## config.mk

```make
export PLATFORM = sky130hd
export DESIGN_NAME = length_prefixed_chunk_deframer
export DESIGN_NICKNAME = d
export VERILOG_FILES = /design/src/rtl/lpcd_pkg.sv /design/src/rtl/lpcd_regs.sv /design/src/rtl/lpcd_parser.sv /design/src/rtl/length_prefixed_chunk_deframer.sv
export SDC_FILE = /design/constraint.sdc
export NUM_CORES = 1
export LEC_CHECK = 0
export CORE_ASPECT_RATIO = 0.6
export CORE_UTILIZATION = 51
export DETAILED_ROUTE_END_ITERATION = 16
export DONT_BUFFER_PORTS = 1
export GPL_TIMING_DRIVEN = 1
export PLACE_DENSITY_LB_ADDON = 0.1
export SYNTH_ARGS = -nofsm -noshare
export SYNTH_HDL_FRONTEND = slang
export SYNTH_HIERARCHICAL = 1
export SYNTH_SLANG_ARGS = --single-unit
```

## constraint.sdc

```tcl
create_clock -name i_clk -period 5.6 [get_ports i_clk]
set_clock_uncertainty 0.2 [all_clocks]
set_input_delay 1.12 -clock i_clk [delete_from_list [all_inputs] [get_ports i_clk]]
set_output_delay 1.12 -clock i_clk [all_outputs]
set_load 0.05 [all_outputs]
```

## src/rtl/lpcd_pkg.sv

```systemverilog
// ----------------------------------------------------------------------------
// lpcd_pkg
// Shared types and codes for the length-prefixed chunk deframer.
// ----------------------------------------------------------------------------
package lpcd_pkg;

    localparam int CHUNK_LIMIT_MAX = 4096;
    localparam int LIMIT_W         = 13;
    localparam int TOTAL_W         = 48;
    localparam int LEN_W           = 32;

    localparam int APB_ADDR_W = 3;
    localparam int APB_DATA_W = 32;

    localparam logic [APB_ADDR_W-1:0] ADDR_MAX_CHUNK = 3'd0;
    localparam logic [LIMIT_W-1:0]    MAX_CHUNK_RESET = 13'd4096;

    localparam logic [1:0] OP_BYTE  = 2'd0;
    localparam logic [1:0] OP_CLOSE = 2'd1;
    localparam logic [1:0] OP_START = 2'd2;

    localparam logic [2:0] ST_DATA      = 3'd0;
    localparam logic [2:0] ST_DONE      = 3'd1;
    localparam logic [2:0] ST_BAD_REPLY = 3'd2;
    localparam logic [2:0] ST_LOST      = 3'd3;
    localparam logic [2:0] ST_PEER_ERR  = 3'd4;
    localparam logic [2:0] ST_TOO_BIG   = 3'd5;

    localparam logic [1:0] PH_IDLE    = 2'd0;
    localparam logic [1:0] PH_REPLY   = 2'd1;
    localparam logic [1:0] PH_LENGTH  = 2'd2;
    localparam logic [1:0] PH_PAYLOAD = 2'd3;

    localparam logic [7:0]       REPLY_BYTE0    = 8'h4F;
    localparam logic [7:0]       REPLY_BYTE1    = 8'h4B;
    localparam logic [LEN_W-1:0] PEER_ERROR_LEN = 32'hFFFF_FFFF;

    typedef struct packed {
        logic [1:0] operation;
        logic [7:0] rx_byte;
    } t_in_item;

    typedef struct packed {
        logic [2:0]         status;
        logic [7:0]         payload_byte;
        logic               chunk_last;
        logic [TOTAL_W-1:0] total_bytes;
    } t_out_item;

    typedef struct packed {
        logic      valid;
        t_out_item item;
    } t_result;

endpackage

```

## src/rtl/lpcd_regs.sv

```systemverilog
// ----------------------------------------------------------------------------
// lpcd_regs
// APB register file holding the chunk length limit; presents the clamped limit.
// ----------------------------------------------------------------------------
module lpcd_regs (
    input  logic                              i_clk,
    input  logic                              i_rst_n,
    input  logic                              psel,
    input  logic                              penable,
    input  logic                              pwrite,
    input  logic [lpcd_pkg::APB_ADDR_W-1:0]   paddr,
    input  logic [lpcd_pkg::APB_DATA_W-1:0]   pwdata,
    output logic [lpcd_pkg::APB_DATA_W-1:0]   prdata,
    output logic                              pready,
    output logic [lpcd_pkg::LIMIT_W-1:0]      o_limit
);

    logic [lpcd_pkg::LIMIT_W-1:0] r_max_chunk;
    logic                         wr_en;

    assign pready = 1'b1;
    assign wr_en  = psel && penable && pwrite && (paddr == lpcd_pkg::ADDR_MAX_CHUNK);

    always_ff @(posedge i_clk) begin
        if (!i_rst_n) begin
            r_max_chunk <= lpcd_pkg::MAX_CHUNK_RESET;
        end else if (wr_en) begin
            r_max_chunk <= pwdata[lpcd_pkg::LIMIT_W-1:0];
        end
    end

    always_comb begin
        prdata = '0;
        if (paddr == lpcd_pkg::ADDR_MAX_CHUNK) begin
            prdata = {{(lpcd_pkg::APB_DATA_W-lpcd_pkg::LIMIT_W){1'b0}}, r_max_chunk};
        end
    end

    // clamp to the hardware limit
    assign o_limit = (r_max_chunk > lpcd_pkg::LIMIT_W'(lpcd_pkg::CHUNK_LIMIT_MAX))
                   ? lpcd_pkg::LIMIT_W'(lpcd_pkg::CHUNK_LIMIT_MAX) : r_max_chunk;

endmodule

```

## src/rtl/lpcd_parser.sv

```systemverilog
// ----------------------------------------------------------------------------
// lpcd_parser
// Transfer state and per-byte parse step: reply check, length field, payload.
// ----------------------------------------------------------------------------
module lpcd_parser (
    input  logic                          i_clk,
    input  logic                          i_rst_n,
    input  logic                          i_advance,
    input  lpcd_pkg::t_in_item            i_item,
    input  logic [lpcd_pkg::LIMIT_W-1:0]  i_limit,
    output lpcd_pkg::t_result             o_result
);

    logic [1:0]                   r_phase,     n_phase;
    logic [1:0]                   r_idx,       n_idx;
    logic                         r_mismatch,  n_mismatch;
    logic [lpcd_pkg::LEN_W-9:0]   r_len,       n_len;
    logic [lpcd_pkg::LIMIT_W-1:0] r_remaining, n_remaining;
    logic [lpcd_pkg::TOTAL_W-1:0] r_total,     n_total;

    logic [lpcd_pkg::LEN_W-1:0]   len_shift;
    logic [7:0]                   want;
    logic                         last;

    assign len_shift = {r_len, i_item.rx_byte};
    assign want      = (r_idx == 2'd0) ? lpcd_pkg::REPLY_BYTE0 : lpcd_pkg::REPLY_BYTE1;
    assign last      = (r_remaining <= lpcd_pkg::LIMIT_W'(1));

    always_comb begin
        n_phase     = r_phase;
        n_idx       = r_idx;
        n_mismatch  = r_mismatch;
        n_len       = r_len;
        n_remaining = r_remaining;
        n_total     = r_total;
        o_result    = '0;

        if (i_item.operation == lpcd_pkg::OP_START) begin
            n_phase     = lpcd_pkg::PH_REPLY;
            n_idx       = '0;
            n_mismatch  = 1'b0;
            n_len       = '0;
            n_remaining = '0;
            n_total     = '0;
        end else if (r_phase != lpcd_pkg::PH_IDLE) begin
            if (i_item.operation == lpcd_pkg::OP_CLOSE) begin
                o_result.valid       = 1'b1;
                o_result.item.status = (r_phase == lpcd_pkg::PH_REPLY)
                                     ? lpcd_pkg::ST_BAD_REPLY : lpcd_pkg::ST_LOST;
                n_phase              = lpcd_pkg::PH_IDLE;
            end else if (i_item.operation == lpcd_pkg::OP_BYTE) begin
                unique case (r_phase)
                    lpcd_pkg::PH_REPLY: begin
                        n_mismatch = r_mismatch | (i_item.rx_byte != want);
                        if (r_idx == 2'd0) begin
                            n_idx = 2'd1;
                        end else begin
                            n_idx = '0;
                            if (n_mismatch) begin
                                n_phase              = lpcd_pkg::PH_IDLE;
                                o_result.valid       = 1'b1;
                                o_result.item.status = lpcd_pkg::ST_BAD_REPLY;
                            end else begin
                                n_phase = lpcd_pkg::PH_LENGTH;
                                n_len   = '0;
                            end
                        end
                    end
                    lpcd_pkg::PH_LENGTH: begin
                        n_len = len_shift[lpcd_pkg::LEN_W-9:0];
                        if (r_idx != 2'd3) begin
                            n_idx = r_idx + 2'd1;
                        end else begin
                            n_idx = '0;
                            if (len_shift == lpcd_pkg::PEER_ERROR_LEN) begin
                                n_phase              = lpcd_pkg::PH_IDLE;
                                o_result.valid       = 1'b1;
                                o_result.item.status = lpcd_pkg::ST_PEER_ERR;
                            end else if (len_shift == '0) begin
                                n_phase              = lpcd_pkg::PH_IDLE;
                                o_result.valid       = 1'b1;
                                o_result.item.status = lpcd_pkg::ST_DONE;
                            end else if (len_shift >
                                         {{(lpcd_pkg::LEN_W-lpcd_pkg::LIMIT_W){1'b0}},
                                          i_limit}) begin
                                n_phase              = lpcd_pkg::PH_IDLE;
                                o_result.valid       = 1'b1;
                                o_result.item.status = lpcd_pkg::ST_TOO_BIG;
                            end else begin
                                n_remaining = len_shift[lpcd_pkg::LIMIT_W-1:0];
                                n_phase     = lpcd_pkg::PH_PAYLOAD;
                            end
                        end
                    end
                    lpcd_pkg::PH_PAYLOAD: begin
                        if (r_total != '1) begin
                            n_total = r_total + lpcd_pkg::TOTAL_W'(1);
                        end
                        if (last) begin
                            n_remaining = '0;
                            n_phase     = lpcd_pkg::PH_LENGTH;
                            n_idx       = '0;
                            n_len       = '0;
                        end else begin
                            n_remaining = r_remaining - lpcd_pkg::LIMIT_W'(1);
                        end
                        o_result.valid             = 1'b1;
                        o_result.item.status       = lpcd_pkg::ST_DATA;
                        o_result.item.payload_byte = i_item.rx_byte;
                        o_result.item.chunk_last   = last;
                    end
                    default: begin
                        n_phase = r_phase;
                    end
                endcase
            end
        end
        o_result.item.total_bytes = n_total;
    end

    always_ff @(posedge i_clk) begin
        if (!i_rst_n) begin
            r_phase     <= lpcd_pkg::PH_IDLE;
            r_idx       <= '0;
            r_mismatch  <= 1'b0;
            r_len       <= '0;
            r_remaining <= '0;
            r_total     <= '0;
        end else if (i_advance) begin
            r_phase     <= n_phase;
            r_idx       <= n_idx;
            r_mismatch  <= n_mismatch;
            r_len       <= n_len;
            r_remaining <= n_remaining;
            r_total     <= n_total;
        end
    end

endmodule

```

## src/rtl/length_prefixed_chunk_deframer.sv

```systemverilog
// ----------------------------------------------------------------------------
// length_prefixed_chunk_deframer
// Byte-stream deframer for length-prefixed download transfers.
//
// Input channel: one beat per received byte, close or start command.
// Output channel: one beat per payload byte or end-of-transfer status;
// status beats carry the saturating 48-bit payload byte count.
// A start command opens a transfer: the "OK" reply is checked, then
// four-byte big-endian lengths and their payload bytes follow.
// Length zero ends the transfer; all-ones, an over-limit length or a
// close while active ends it with an error status.
// An input beat passes the input register, the parse logic and the
// result register. Throughput: one beat per cycle while the receiver
// takes output, set by the combinational parse step between the two registers.
// A stalled receiver holds the result register; one further beat waits
// in the input register, then o_in_ready drops.
// Reset empties both registers, returns the parser to idle and sets the
// chunk limit register to 4096. Write the limit over APB at address 0
// while no transfer beat is in flight.
// ----------------------------------------------------------------------------
module length_prefixed_chunk_deframer (
    input  logic                              i_clk,
    input  logic                              i_rst_n,
    input  logic                              i_in_valid,
    output logic                              o_in_ready,
    input  lpcd_pkg::t_in_item                i_in_item,
    output logic                              o_out_valid,
    input  logic                              i_out_ready,
    output lpcd_pkg::t_out_item               o_out_item,
    input  logic                              psel,
    input  logic                              penable,
    input  logic                              pwrite,
    input  logic [lpcd_pkg::APB_ADDR_W-1:0]   paddr,
    input  logic [lpcd_pkg::APB_DATA_W-1:0]   pwdata,
    output logic [lpcd_pkg::APB_DATA_W-1:0]   prdata,
    output logic                              pready
);

    logic                         r_in_valid;
    lpcd_pkg::t_in_item           r_in_item;
    logic                         r_out_valid;
    lpcd_pkg::t_out_item          r_out_item;
    logic                         advance;
    logic [lpcd_pkg::LIMIT_W-1:0] limit;
    lpcd_pkg::t_result            result;

    assign advance     = r_in_valid && (!r_out_valid || i_out_ready);
    assign o_in_ready  = !r_in_valid || advance;
    assign o_out_valid = r_out_valid;
    assign o_out_item  = r_out_item;

    lpcd_regs u_regs (
        .i_clk   (i_clk),
        .i_rst_n (i_rst_n),
        .psel    (psel),
        .penable (penable),
        .pwrite  (pwrite),
        .paddr   (paddr),
        .pwdata  (pwdata),
        .prdata  (prdata),
        .pready  (pready),
        .o_limit (limit)
    );

    lpcd_parser u_parser (
        .i_clk     (i_clk),
        .i_rst_n   (i_rst_n),
        .i_advance (advance),
        .i_item    (r_in_item),
        .i_limit   (limit),
        .o_result  (result)
    );

    always_ff @(posedge i_clk) begin
        if (!i_rst_n) begin
            r_in_valid <= 1'b0;
        end else if (i_in_valid && o_in_ready) begin
            r_in_valid <= 1'b1;
        end else if (advance) begin
            r_in_valid <= 1'b0;
        end
    end

    always_ff @(posedge i_clk) begin
        if (i_in_valid && o_in_ready) begin
            r_in_item <= i_in_item;
        end
    end

    always_ff @(posedge i_clk) begin
        if (!i_rst_n) begin
            r_out_valid <= 1'b0;
        end else if (advance) begin
            r_out_valid <= result.valid;
        end else if (i_out_ready) begin
            r_out_valid <= 1'b0;
        end
    end

    always_ff @(posedge i_clk) begin
        if (advance && result.valid) begin
            r_out_item <= result.item;
        end
    end

endmodule
```

==> impl_results.md, run 1 <==
* Run status: finished clean
* Place WS at between 1000 and 1500 ps
* Setup fix buffers added after clock tree synthesis at 0
* Synth area leader: sky130_fd_sc_hd__dfxtp_1
* Layout net count at 1106
* Number of hold-slack violations in the final timing report at 0
* Warnings, synthesis at 6
* Area occupied by multi-input gates at 4720 µm²
* Lkg Pwr at 3.34 nW
* Vias post-DR at 7613
* Net Sw Power at 0.619 mW
* Core region area at 18100 µm²
* Slew of the pin with the lowest slew margin at 994 ps
* Sequential Area at 4200 µm²
* Number of buffers added by the clock tree synthesis step at 17
* Hold crit path type: flop to flop
* First-iteration detailed-routing DRC count at 803
* Clk Tree Root Cell: sky130_fd_sc_hd__clkbuf_16
* WP data arrival at 4100 ps
* Internal power at 2.02 mW
* Via count of the first global-routing pass at 6653
* Slowest cell on the critical path: sky130_fd_sc_hd__dfxtp_1
* Critical Path Sink Type: flop
* CTS Hold Buffers Added at 0
* Initial core utilization at 52.1%
* Unrepaired setup endpoints after global routing: false
* Final-report setup violation count at 0
* H-tree depth at 4
* Proportion of register bits with asynchronous set or reset after synthesis at 0%
* Count of non-filler cells in the finished layout at 1286
* Number of sinks on the clock net at 175
* Tmin final at 4240 ps
* Power Density at between 200 and 300 nW/µm²
* Worst path top cell family by delay: compound AO/OA/AOI/OAI gates
* Critical Path Max Stage Delay at between 600 and 700 ps
* Max-cap violations at 0
* Filler cell count in the final layout at 1675
* Number of cells after detailed placement at 1253
* Combinational power share at under 10%
* Max Clk Rate at 0.236 GHz
* Final count of pins violating max slew at 0
* Gate count of the mapped netlist at 1068
* Clock-pin slew on the worst setup and hold paths at 60 ps
* Clock tree from TritonCTS: built
* Width of the die at 177 µm
* GRT Resource Usage Total at 25.0%
* Die area at roughly 19000 µm²
* Core Util, Final at 55.4%
* Post-route worst hold slack at 263 ps
* Final-layout setup total negative slack at 0 ps
* Post-detailed-route DRC marker count at 0
* Routed length per instance at 18.1 µm
* Area growth, synth to finish at 6.43%
* Cell types occupying the most area after synthesis: sky130_fd_sc_hd__dfxtp_1 22%, sky130_fd_sc_hd__edfxtp_1 22%, sky130_fd_sc_hd__nor2_1 4.5%
* Critical path data required time at 5460 ps
* Num ports at 147
* Worst Path Class, Setup: flop to flop
* Count of cell types in the netlist at 76
* R2r worst-path depth at 12
* Total of flip-flops plus latches after synthesis at 175
* Layout cells sized above 1 at ~6.1%
* Period Utilization, post-route at approximately 76%
* Antenna violations before repair at 0
* Avg Inst Size Synth at 8.81 µm²
* Biggest fanout along the worst timing path at a little under 60
* Area share of the leading cell type in the synthesized netlist at 22.3%
* Sequential cell area fraction in the yosys report at between 40% and 50%
* Number of cells traversed by the worst hold path at 2
* Sequential fraction of design power at 50.7%
* Clock latency reported for the late side of the worst-skew pair at 430 ps
* Critical Path, Cell by Cell: inv_1 -> ha_1 -> nand3_1 -> nor4_1 -> a21boi_1 -> nor3_1 -> o21bai_1 -> a41oi_1 -> a211oi_1 -> nand2_1 -> nor2_4 -> buf_4
* Worst relative slew slack at 33.7%
* Most frequent cells in the layout: 110 x sky130_fd_sc_hd__nor2_1, 109 x sky130_fd_sc_hd__nand2_1, 105 x sky130_fd_sc_hd__dfxtp_1
* Post-cts resize count at 0
* Buf+Inv Stages, Crit Path at 2
* Count of cell instances traversed by the critical path at 12
* Setup WS post-layout at 1360 ps
* Max clock buf depth at 2
* Netlist area before placement at 9410 µm²
* Most common library cell in the layout ignoring fill and taps: sky130_fd_sc_hd__nor2_1
* Switch share at approximately a quarter
* Overall power consumption at approximately 2.6 mW
* Port Buffer Count at 0
* Number of optimization iterations in the first detailed-route pass at 5
* Remaining antenna violation count after routing at 0
* Cell row count at 38
* Largest net degree at the start of global routing at 72
* Startpoint class of the critical path: flop
* Area of all placed cells without fillers at 10000 µm²
* Per-cell via count in the routed design at 5.92
* EDFF count, synth at 70
* Global placement routability congestion at 0.870
* Die Span Y at between 100 and 150 µm
* Cell area reported after detailed placement at about 9400 µm²
* Sum of net half-perimeters after detailed placement at 15600 µm
* Maximum VDD drop at 0.192 mV
* First-pass GRT wire length at 36600 µm
* Post-detailed-routing wire length at 23300 µm
* Clock share of power at approximately 44%
* Most instantiated flip-flop cell in the synthesis netlist: sky130_fd_sc_hd__dfxtp_1
* GRT Residual Overflow at 0
## state kept, by name, summed over array words and instances, names as in the netlist
register / count
u_parser/r_total: 48
o_out_item: 60
o_out_valid: 1
u_parser/r_idx: 2
r_in_item: 10
u_parser/r_mismatch: 1
u_parser/r_phase: 2
u_parser/r_len: 24
u_regs/r_max_chunk: 13
r_in_valid: 1
u_parser/r_remaining: 13
## layer usage
metal,vias to the layer above,global-route usage (%),wire [µm]
li1,3703,-,-
met1,3571,40.7,12300
met2,325,31.0,8610
met3,14,6.70,2170
met4,0,5.92,174
met5,-,0,0
## worst paths after layout
path                                                          start                                 end  slack, ps
worst max-delay path            u_regs/r_max_chunk[12]$_SDFFE_PN1P_            o_out_item[43]$_DFFE_PP_       1360
worst min-delay path             u_regs/r_max_chunk[4]$_SDFFE_PN0P_  u_regs/r_max_chunk[4]$_SDFFE_PN0P_        260
worst max register to register  u_regs/r_max_chunk[12]$_SDFFE_PN1P_            o_out_item[43]$_DFFE_PP_       1360
worst min register to register   u_regs/r_max_chunk[4]$_SDFFE_PN0P_  u_regs/r_max_chunk[4]$_SDFFE_PN0P_        260
## kinds of logic (layout without fill, tap and decap cells)
group	after synthesis	in the layout	synth area share, %
simple gates	476	476	25.5
compound gates	206	206	14.1
flops	175	175	44.7
buf+inv	118	77	6.13
xor+xnor	55	55	5.12
fa+ha+maj	22	22	2.93
mux	14	14	1.49
other cells	2	21	0.0798
## power by group through the flow
stage                     registers (mW)  clock network [mW]  logic, mW
after floorplan                     1.36                   0      0.118
after global placement              1.36                   0      0.133
after detailed placement            1.36                   0      0.134
after CTS                           1.34                1.19      0.134
after global routing                1.34                1.24      0.147
final                               1.34                1.17      0.136
## area by class of cell
class | count | share of cell area, %
multi-input cells | 793 | 47.1
repair buffers | 13 | 0.975
flip-flops and latches | 175 | 42.0
clock inverters | 10 | 1.16
inverters | 32 | 1.20
well taps | 240 | 3.00
diodes | 1 | 0.0250
clock buffers | 22 | 4.54
## Yosys cell counts (8+ instances only)
cell and number:
sky130_fd_sc_hd__nor2_1 112, sky130_fd_sc_hd__o21ai_0 35, sky130_fd_sc_hd__buf_2 10, sky130_fd_sc_hd__clkbuf_1 49, sky130_fd_sc_hd__nor2b_1 20, sky130_fd_sc_hd__or3_1 28
sky130_fd_sc_hd__mux2i_1 14, sky130_fd_sc_hd__ha_1 22, sky130_fd_sc_hd__a21oi_1 72, sky130_fd_sc_hd__xnor2_1 19, sky130_fd_sc_hd__nor4_1 15, sky130_fd_sc_hd__a31oi_1 22
sky130_fd_sc_hd__xor2_1 36, sky130_fd_sc_hd__dfxtp_1 105, sky130_fd_sc_hd__nor3_1 28, sky130_fd_sc_hd__and3_1 24, sky130_fd_sc_hd__a211oi_1 8, sky130_fd_sc_hd__and2_1 23
sky130_fd_sc_hd__nand2_1 109, sky130_fd_sc_hd__inv_1 31, sky130_fd_sc_hd__buf_4 20, sky130_fd_sc_hd__a22oi_1 8, sky130_fd_sc_hd__nand3_1 65, sky130_fd_sc_hd__nand4_1 19
sky130_fd_sc_hd__edfxtp_1 70
## tightest hold or removal path, cell delays in order, from the launching register on
cell and delay, ps:
sky130_fd_sc_hd__dfxtp_1 310, sky130_fd_sc_hd__nand2_1 50, sky130_fd_sc_hd__mux2i_1 50
No activity file was read; power rests on OpenSTA's default activity.
==> run 2: changes to the inputs <==
Clock period 5.6 ns to 3.82 ns, I/O delays scaled along.
==> run 2 against run 1 <==
Compared with the run above: clock-buffer cell count shrank 4; largest power group unchanged; cell area grew 1.6%; via count grew 1.7%; sequential share of layout area shrank 0.68 points; non-clock buffer count grew 15; highest routed layer unchanged; power grew 49%; core utilization grew 0.91 points.
==> impl_results.md, run 2 (synthesis gave the netlist of run 1 again) <==
* Area growth, synth to finish at 8.18%
* Antenna violations before repair at 0
* Worst relative slew slack at 24.6%
* CTS Hold Buffers Added at 0
* Run status: finished clean
* Remaining antenna violation count after routing at 0
* Setup fix buffers added after clock tree synthesis at 0
* H-tree depth at 4
* Area of all placed cells without fillers at 10200 µm²
* Die area at 19000 µm²
* Clock latency reported for the late side of the worst-skew pair at 450 ps
* Critical path data required time at 3750 ps
* Post-detailed-route DRC marker count at 0
* Clock share of power at 44.9%
* Via count of the first global-routing pass at 6843
* Max reg flops at 60
* Sequential Area at 4200 µm²
* Num ports at 147
* Worst Path Class, Setup: flop to flop
* Startpoint class of the critical path: flop
* Max-cap violations at 0
* Global placement routability congestion at 0.933
* Internal power at 2.96 mW
* Number of buffers added by the clock tree synthesis step at 17
* Post-detailed-routing wire length at 24100 µm
* Cell area reported after detailed placement at 9580 µm²
* Number of optimization iterations in the first detailed-route pass at 6
* WP data arrival at 3490 ps
* Cell row count at 38
* Critical Path Max Stage Delay at roughly 610 ps
* Unrepaired setup endpoints after global routing: false
* First-iteration detailed-routing DRC count at around 900
* Initial core utilization at 52.1%
* Count of non-filler cells in the finished layout at 1300
* Die Span Y at 107 µm
* Inserted Diodes at 0
* Clock tree from TritonCTS: built
* Worst path top cell family by delay: compound AO/OA/AOI/OAI gates
* GRT Resource Usage Total at 26.1%
* Clk Tree Root Cell: sky130_fd_sc_hd__clkbuf_16
* Post-cts resize count at 0
* Maximum VDD drop at around 0.26 mV
* Final-report setup violation count at 0
* Period Utilization, post-route at 93.2%
* Routed length per instance at 18.5 µm
* Sum of net half-perimeters after detailed placement at 16600 µm
* Width of the die at between 150 and 200 µm
* Core Util, Final at 56.3%
* Clock-pin slew on the worst setup and hold paths at 70 ps
* Critical Path Sink Type: flop
* Number of sinks on the clock net at about 180
* Hold crit path type: input pin to flop
* Final-layout setup total negative slack at 0 ps
* Number of cells after detailed placement at 1268
* Filler cell count in the final layout at 1680
* Lkg Pwr at 3.44 nW
* First-pass GRT wire length at 37900 µm
* Critical Path, Cell by Cell: inv_1 -> ha_1 -> nand3_1 -> nor4_2 -> a21boi_1 -> nor3_2 -> o21bai_1 -> a41oi_1 -> a211oi_2 -> nand2_1 -> nor2_4 -> buf_12
* Biggest fanout along the worst timing path at 29
* GRT Residual Overflow at 0
* Slew of the pin with the lowest slew margin at 1130 ps
* Buf+Inv Stages, Crit Path at 2
* Max Clk Rate at 0.281 GHz
* Slowest cell on the critical path: sky130_fd_sc_hd__dfxtp_1
* Port Buffer Count at 0
* Sequential fraction of design power at 49.9%
* Layout cells sized above 1 at under 10%
* Net Sw Power at approximately 1 mW
* Vias post-DR at 7740
* Max clock buf depth at 2
* Combinational power share at 5.2%
* Most frequent cells in the layout: 111 x sky130_fd_sc_hd__nor2_1, 109 x sky130_fd_sc_hd__nand2_1, 105 x sky130_fd_sc_hd__dfxtp_1
* Per-cell via count in the routed design at 5.95
* Number of hold-slack violations in the final timing report at 0
* Most common library cell in the layout ignoring fill and taps: sky130_fd_sc_hd__nor2_1
* Largest net degree at the start of global routing at 65
* Core region area at 18100 µm²
* Switch share at about a quarter
* Final count of pins violating max slew at 0
* Layout net count at approximately 1100
* Power Density at 386 nW/µm²
* Tmin final at 3560 ps
* Area occupied by multi-input gates at between 4000 and 5000 µm²
==> run 2: cell types whose count changed in the layout (fill, tap and decap cells not counted), sizes merged <==
cell / delta
buf: +15
inv: +4
diode: -1
clkbuf: -4
clkinvlp: -1
clkinv: +1
==> run 2: stage by stage <==
stage                     hold slack (ps)  setup WS [ps]  total power [mW]
after floorplan                       239           8.07              2.17
after global placement                253            281              2.20
after detailed placement              259            216              2.20
after CTS                             198            199              3.96
after global routing                  194           15.1              4.05
final                                 213            258              3.93
==> run 2: worst paths after layout <==
check                                      start                                  to  slack (ps)  cells past startpoint
max          u_regs/r_max_chunk[12]$_SDFFE_PN1P_            o_out_item[32]$_DFFE_PP_         260                     12
min                                 i_in_item[8]              r_in_item[8]$_DFFE_PP_         210                      0
max reg2reg  u_regs/r_max_chunk[12]$_SDFFE_PN1P_            o_out_item[32]$_DFFE_PP_         260                     12
min reg2reg   u_regs/r_max_chunk[7]$_SDFFE_PN0P_  u_regs/r_max_chunk[7]$_SDFFE_PN0P_         270                      2
==> run 2: layout make-up <==
type / instances / share of cell area [%]
clock inverter: 14 / 1.54
clock buffer: 18 / 4.22
sequential: 175 / 41.3
tap: 240 / 2.95
inverter: 32 / 1.18
multi-input combinational: 793 / 46.5
timing repair buffer: 28 / 2.31
==> run 2: power by group through the flow <==
stage          logic (mW)  clock network [mW]  registers [mW]
6_report            0.203                1.76            1.96
5_1_grt             0.219                1.87            1.96
4_1_cts             0.200                1.80            1.96
3_5_place_dp        0.200                   0            2.00
3_3_place_gp        0.199                   0            2.00
2_1_floorplan       0.173                   0            2.00
==> run 2: per-layer routing <==
layer	global-route usage, %	wire length, µm
met1	42.0	12500
met2	31.6	8660
met3	8.58	2750
met4	6.84	214
met5	0	0
==> run 2: worst reg2reg max path, cell delays in order (launching register included) <==
cell                       delay (ps)
sky130_fd_sc_hd__dfxtp_1          610
sky130_fd_sc_hd__inv_1             90
sky130_fd_sc_hd__ha_1             310
sky130_fd_sc_hd__nand3_1          140
sky130_fd_sc_hd__nor4_2           260
sky130_fd_sc_hd__a21boi_1         230
sky130_fd_sc_hd__nor3_2           110
sky130_fd_sc_hd__o21bai_1         230
sky130_fd_sc_hd__a41oi_1          200
sky130_fd_sc_hd__a211oi_2         270
sky130_fd_sc_hd__nand2_1          140
sky130_fd_sc_hd__nor2_4           210
sky130_fd_sc_hd__buf_12           220
==> run 3: changes to the inputs <==
Settings changed: HOLD_SLACK_MARGIN from default to 0.03.
Clock period 3.82 ns to 3 ns, I/O delays scaled along.
==> run 3 against run 2 <==
Compared with the run above: routed wire length up 10%; clock power grew 24%; non-clock buffer count up 82; sequential share of layout area down 3.0 points; die area unchanged; setup slack worse by 620 ps; power grew 26%; the flow now finishes with violations (setup timing); global-route usage is 2.4 points higher; critical path depth is 2 higher; core utilization is 4.4 points higher; first-iteration DRC count fell by 4.7%; critical endpoint is now o_out_item[50]$_DFFE_PP_; worst hold slack worse by 160 ps.
==> impl_results.md, run 3 (synthesis gave the netlist of run 1 again) <==
* Post-detailed-route DRC marker count at 0
* Number of cells after detailed placement at 1338
* Worst hold start: i_in_item[8]
* Number of sinks on the clock net at 175
* Unrepaired setup endpoints after global routing: true
* Initial core utilization at 52.1%
* Largest net degree at the start of global routing at 72
* Remaining antenna violation count after routing at 0
* Count of non-filler cells in the finished layout at about 1400
* Clock latency reported for the late side of the worst-skew pair at between 400 and 500 ps
* Final-report setup violation count at 61
* Cell row count at 38
* Most frequent cells in the layout: 111 x sky130_fd_sc_hd__nor2_1, 107 x sky130_fd_sc_hd__nand2_1, 104 x sky130_fd_sc_hd__dfxtp_1
* Period Utilization, post-route at 112%
* First-iteration detailed-routing DRC count at 846
* Global placement routability congestion at 0.939
* Width of the die at approximately 180 µm
* Violations in the final reports: setup timing
* Max Clk Rate at 0.298 GHz
* Critical Path Max Stage Delay at 390 ps
* Hold crit path type: input pin to flop
* Startpoint class of the critical path: flop
* Critical path data required time at about 3000 ps
* Lkg Pwr at a little under 4 nW
* Cell area reported after detailed placement at about 10000 µm²
* Worst Path Class, Setup: flop to flop
* Number of buffers added by the clock tree synthesis step at 17
* R2r worst-path depth at 14
* Core Util, Final at 60.7%
* Critical Path Sink Type: flop
* Clock-pin slew on the worst setup and hold paths at 70 ps
* Core region area at between 15000 and 20000 µm²
* Area of all placed cells without fillers at 11000 µm²
* Run status: complete, but fails checks
* H-tree depth at 4
* Clock tree from TritonCTS: built
* Tmin final at roughly 3400 ps
* Worst relative slew slack at between 40% and 50%
* Via count of the first global-routing pass at about 7300
* Clk Tree Root Cell: sky130_fd_sc_hd__clkbuf_16
* Max clock buf depth at 2
* GRT Residual Overflow at 0
* Vias post-DR at 8080
* Maximum VDD drop at 0.381 mV
* Biggest fanout along the worst timing path at 10
* Destination of the worst register-to-register timing path: o_out_item[50]$_DFFE_PP_
* Slew of the pin with the lowest slew margin at just over 800 ps
* Startpoint of the most critical register-to-register path: u_regs/r_max_chunk[12]$_SDFFE_PN1P_
* Setup WS post-layout at -358 ps
* Antenna violations before repair at 4
* Port Buffer Count at 0
* Most common library cell in the layout ignoring fill and taps: sky130_fd_sc_hd__nor2_1
* Number of hold-slack violations in the final timing report at 0
* Max reg flops at 60
* Setup slack of the worst register-to-register path at -360 ps
* Critical Path, Cell by Cell: nor2b_1 -> inv_1 -> ha_4 -> nand4_1 -> nor4_4 -> a21boi_2 -> nor3_2 -> o21bai_2 -> a41oi_2 -> a211oi_2 -> nand2_2 -> nor2_4 -> buf_4 -> buf_12
* Num ports at 147
* Layout cells sized above 1 at around 16%
* Final count of pins violating max slew at 0
* Max-cap violations at 0
* First-pass GRT wire length at 41000 µm
* Filler cell count in the final layout at 1590
* Die Span Y at ~110 µm
* Sum of net half-perimeters after detailed placement at 18100 µm
* Area growth, synth to finish at 16.6%
* Post-detailed-routing wire length at 26600 µm
* Worst-case hold path end point: r_in_item[8]$_DFFE_PP_
* Slowest cell on the critical path: sky130_fd_sc_hd__dfxtp_4
* WP data arrival at between 3000 and 4000 ps
* Number of optimization iterations in the first detailed-route pass at 6
* Number of cells traversed by the worst hold path at 0
* Routed length per instance at 19.2 µm
* Layout net count at 1203
* GRT Resource Usage Total at 28.5%
* Power Density at 453 nW/µm²
* Per-cell via count in the routed design at 5.84
* Die area at 19000 µm²
## run 3: changes by cell type in the layout (fill, tap and decap cells not counted), sizes merged
cell | before | now
clkinvlp | 4 | 1
buf | 28 | 109
clkinv | 5 | 9
diode | 0 | 2
dlygate4sd3 | 0 | 1
bufinv | 2 | 1
## run 3: how the worst max path moves through the flow
stage,startpoint,end,slack [ps],cells after the start
3_3_place_gp,u_regs/r_max_chunk[12]$_SDFFE_PN1P_,o_out_item[52]$_DFFE_PP_,-370,13
4_1_cts,u_regs/r_max_chunk[12]$_SDFFE_PN1P_,o_out_item[0]$_DFFE_PP_,-350,14
5_1_grt,u_regs/r_max_chunk[12]$_SDFFE_PN1P_,o_out_item[0]$_DFFE_PP_,-510,14
2_1_floorplan,u_regs/r_max_chunk[12]$_SDFFE_PN1P_,o_out_item[0]$_DFFE_PP_,-740,13
6_report,u_regs/r_max_chunk[12]$_SDFFE_PN1P_,o_out_item[50]$_DFFE_PP_,-360,14
3_5_place_dp,u_regs/r_max_chunk[12]$_SDFFE_PN1P_,o_out_item[50]$_DFFE_PP_,-520,13
## run 3: repair_timing
item / CTS / global route
buffers inserted: 4 / 5
hold endpoints to repair: 1 / 0
resized for setup: 11 / 15
gates cloned: 2 / 0
setup endpoints to repair: 71 / 96
hold buffers: 1 / 0
pin swaps: 4 / 4
## run 3: worst max-delay path, delay by kind of cell, from the launching register on
kind	cells	cell delay, ps
compound gates	4	940
simple gates	6	840
buf+inv	3	400
flops	1	390
fa+ha+maj	1	270
## run 3: layer usage
| layer | routed length, µm | track usage, % |
|---|---|---|
| met1 | 13500 | 44.9 |
| met2 | 9830 | 34.7 |
| met3 | 2970 | 10.4 |
| met4 | 186 | 7.45 |
| met5 | 23 | 0 |
## run 3: area by class of cell
| cell class | instances | area, µm² | share of cell area [%] |
|---|---|---|---|
| multi-input cells | 793 | 4850 | 44.3 |
| flip-flops and latches | 175 | 4210 | 38.4 |
| repair buffers | 110 | 918 | 8.37 |
| clock buffers | 18 | 429 | 3.91 |
| well taps | 240 | 300 | 2.74 |
| clock inverters | 14 | 135 | 1.23 |
| inverters | 32 | 120 | 1.09 |
| diodes | 2 | 5.00 | 0.0456 |
## run 3: power breakdown
group	switching [mW]	internal (mW)	total, mW
clock	1.02	1.16	2.18
combinational	0.215	0.0763	0.291
sequential	0.0242	2.47	2.49
## run 3: stage by stage
step | TNS, ps | power, mW | hold slack, ps | setup slack, ps
detailed placement | -30530 | 2.82 | 259 | -516
global route | -30450 | 5.11 | 37.6 | -507
CTS | -20400 | 4.99 | 32.6 | -352
floorplan | -44350 | 2.76 | 239 | -739
finish | -20880 | 4.97 | 50.6 | -358
global placement | -21310 | 2.82 | 254 | -367
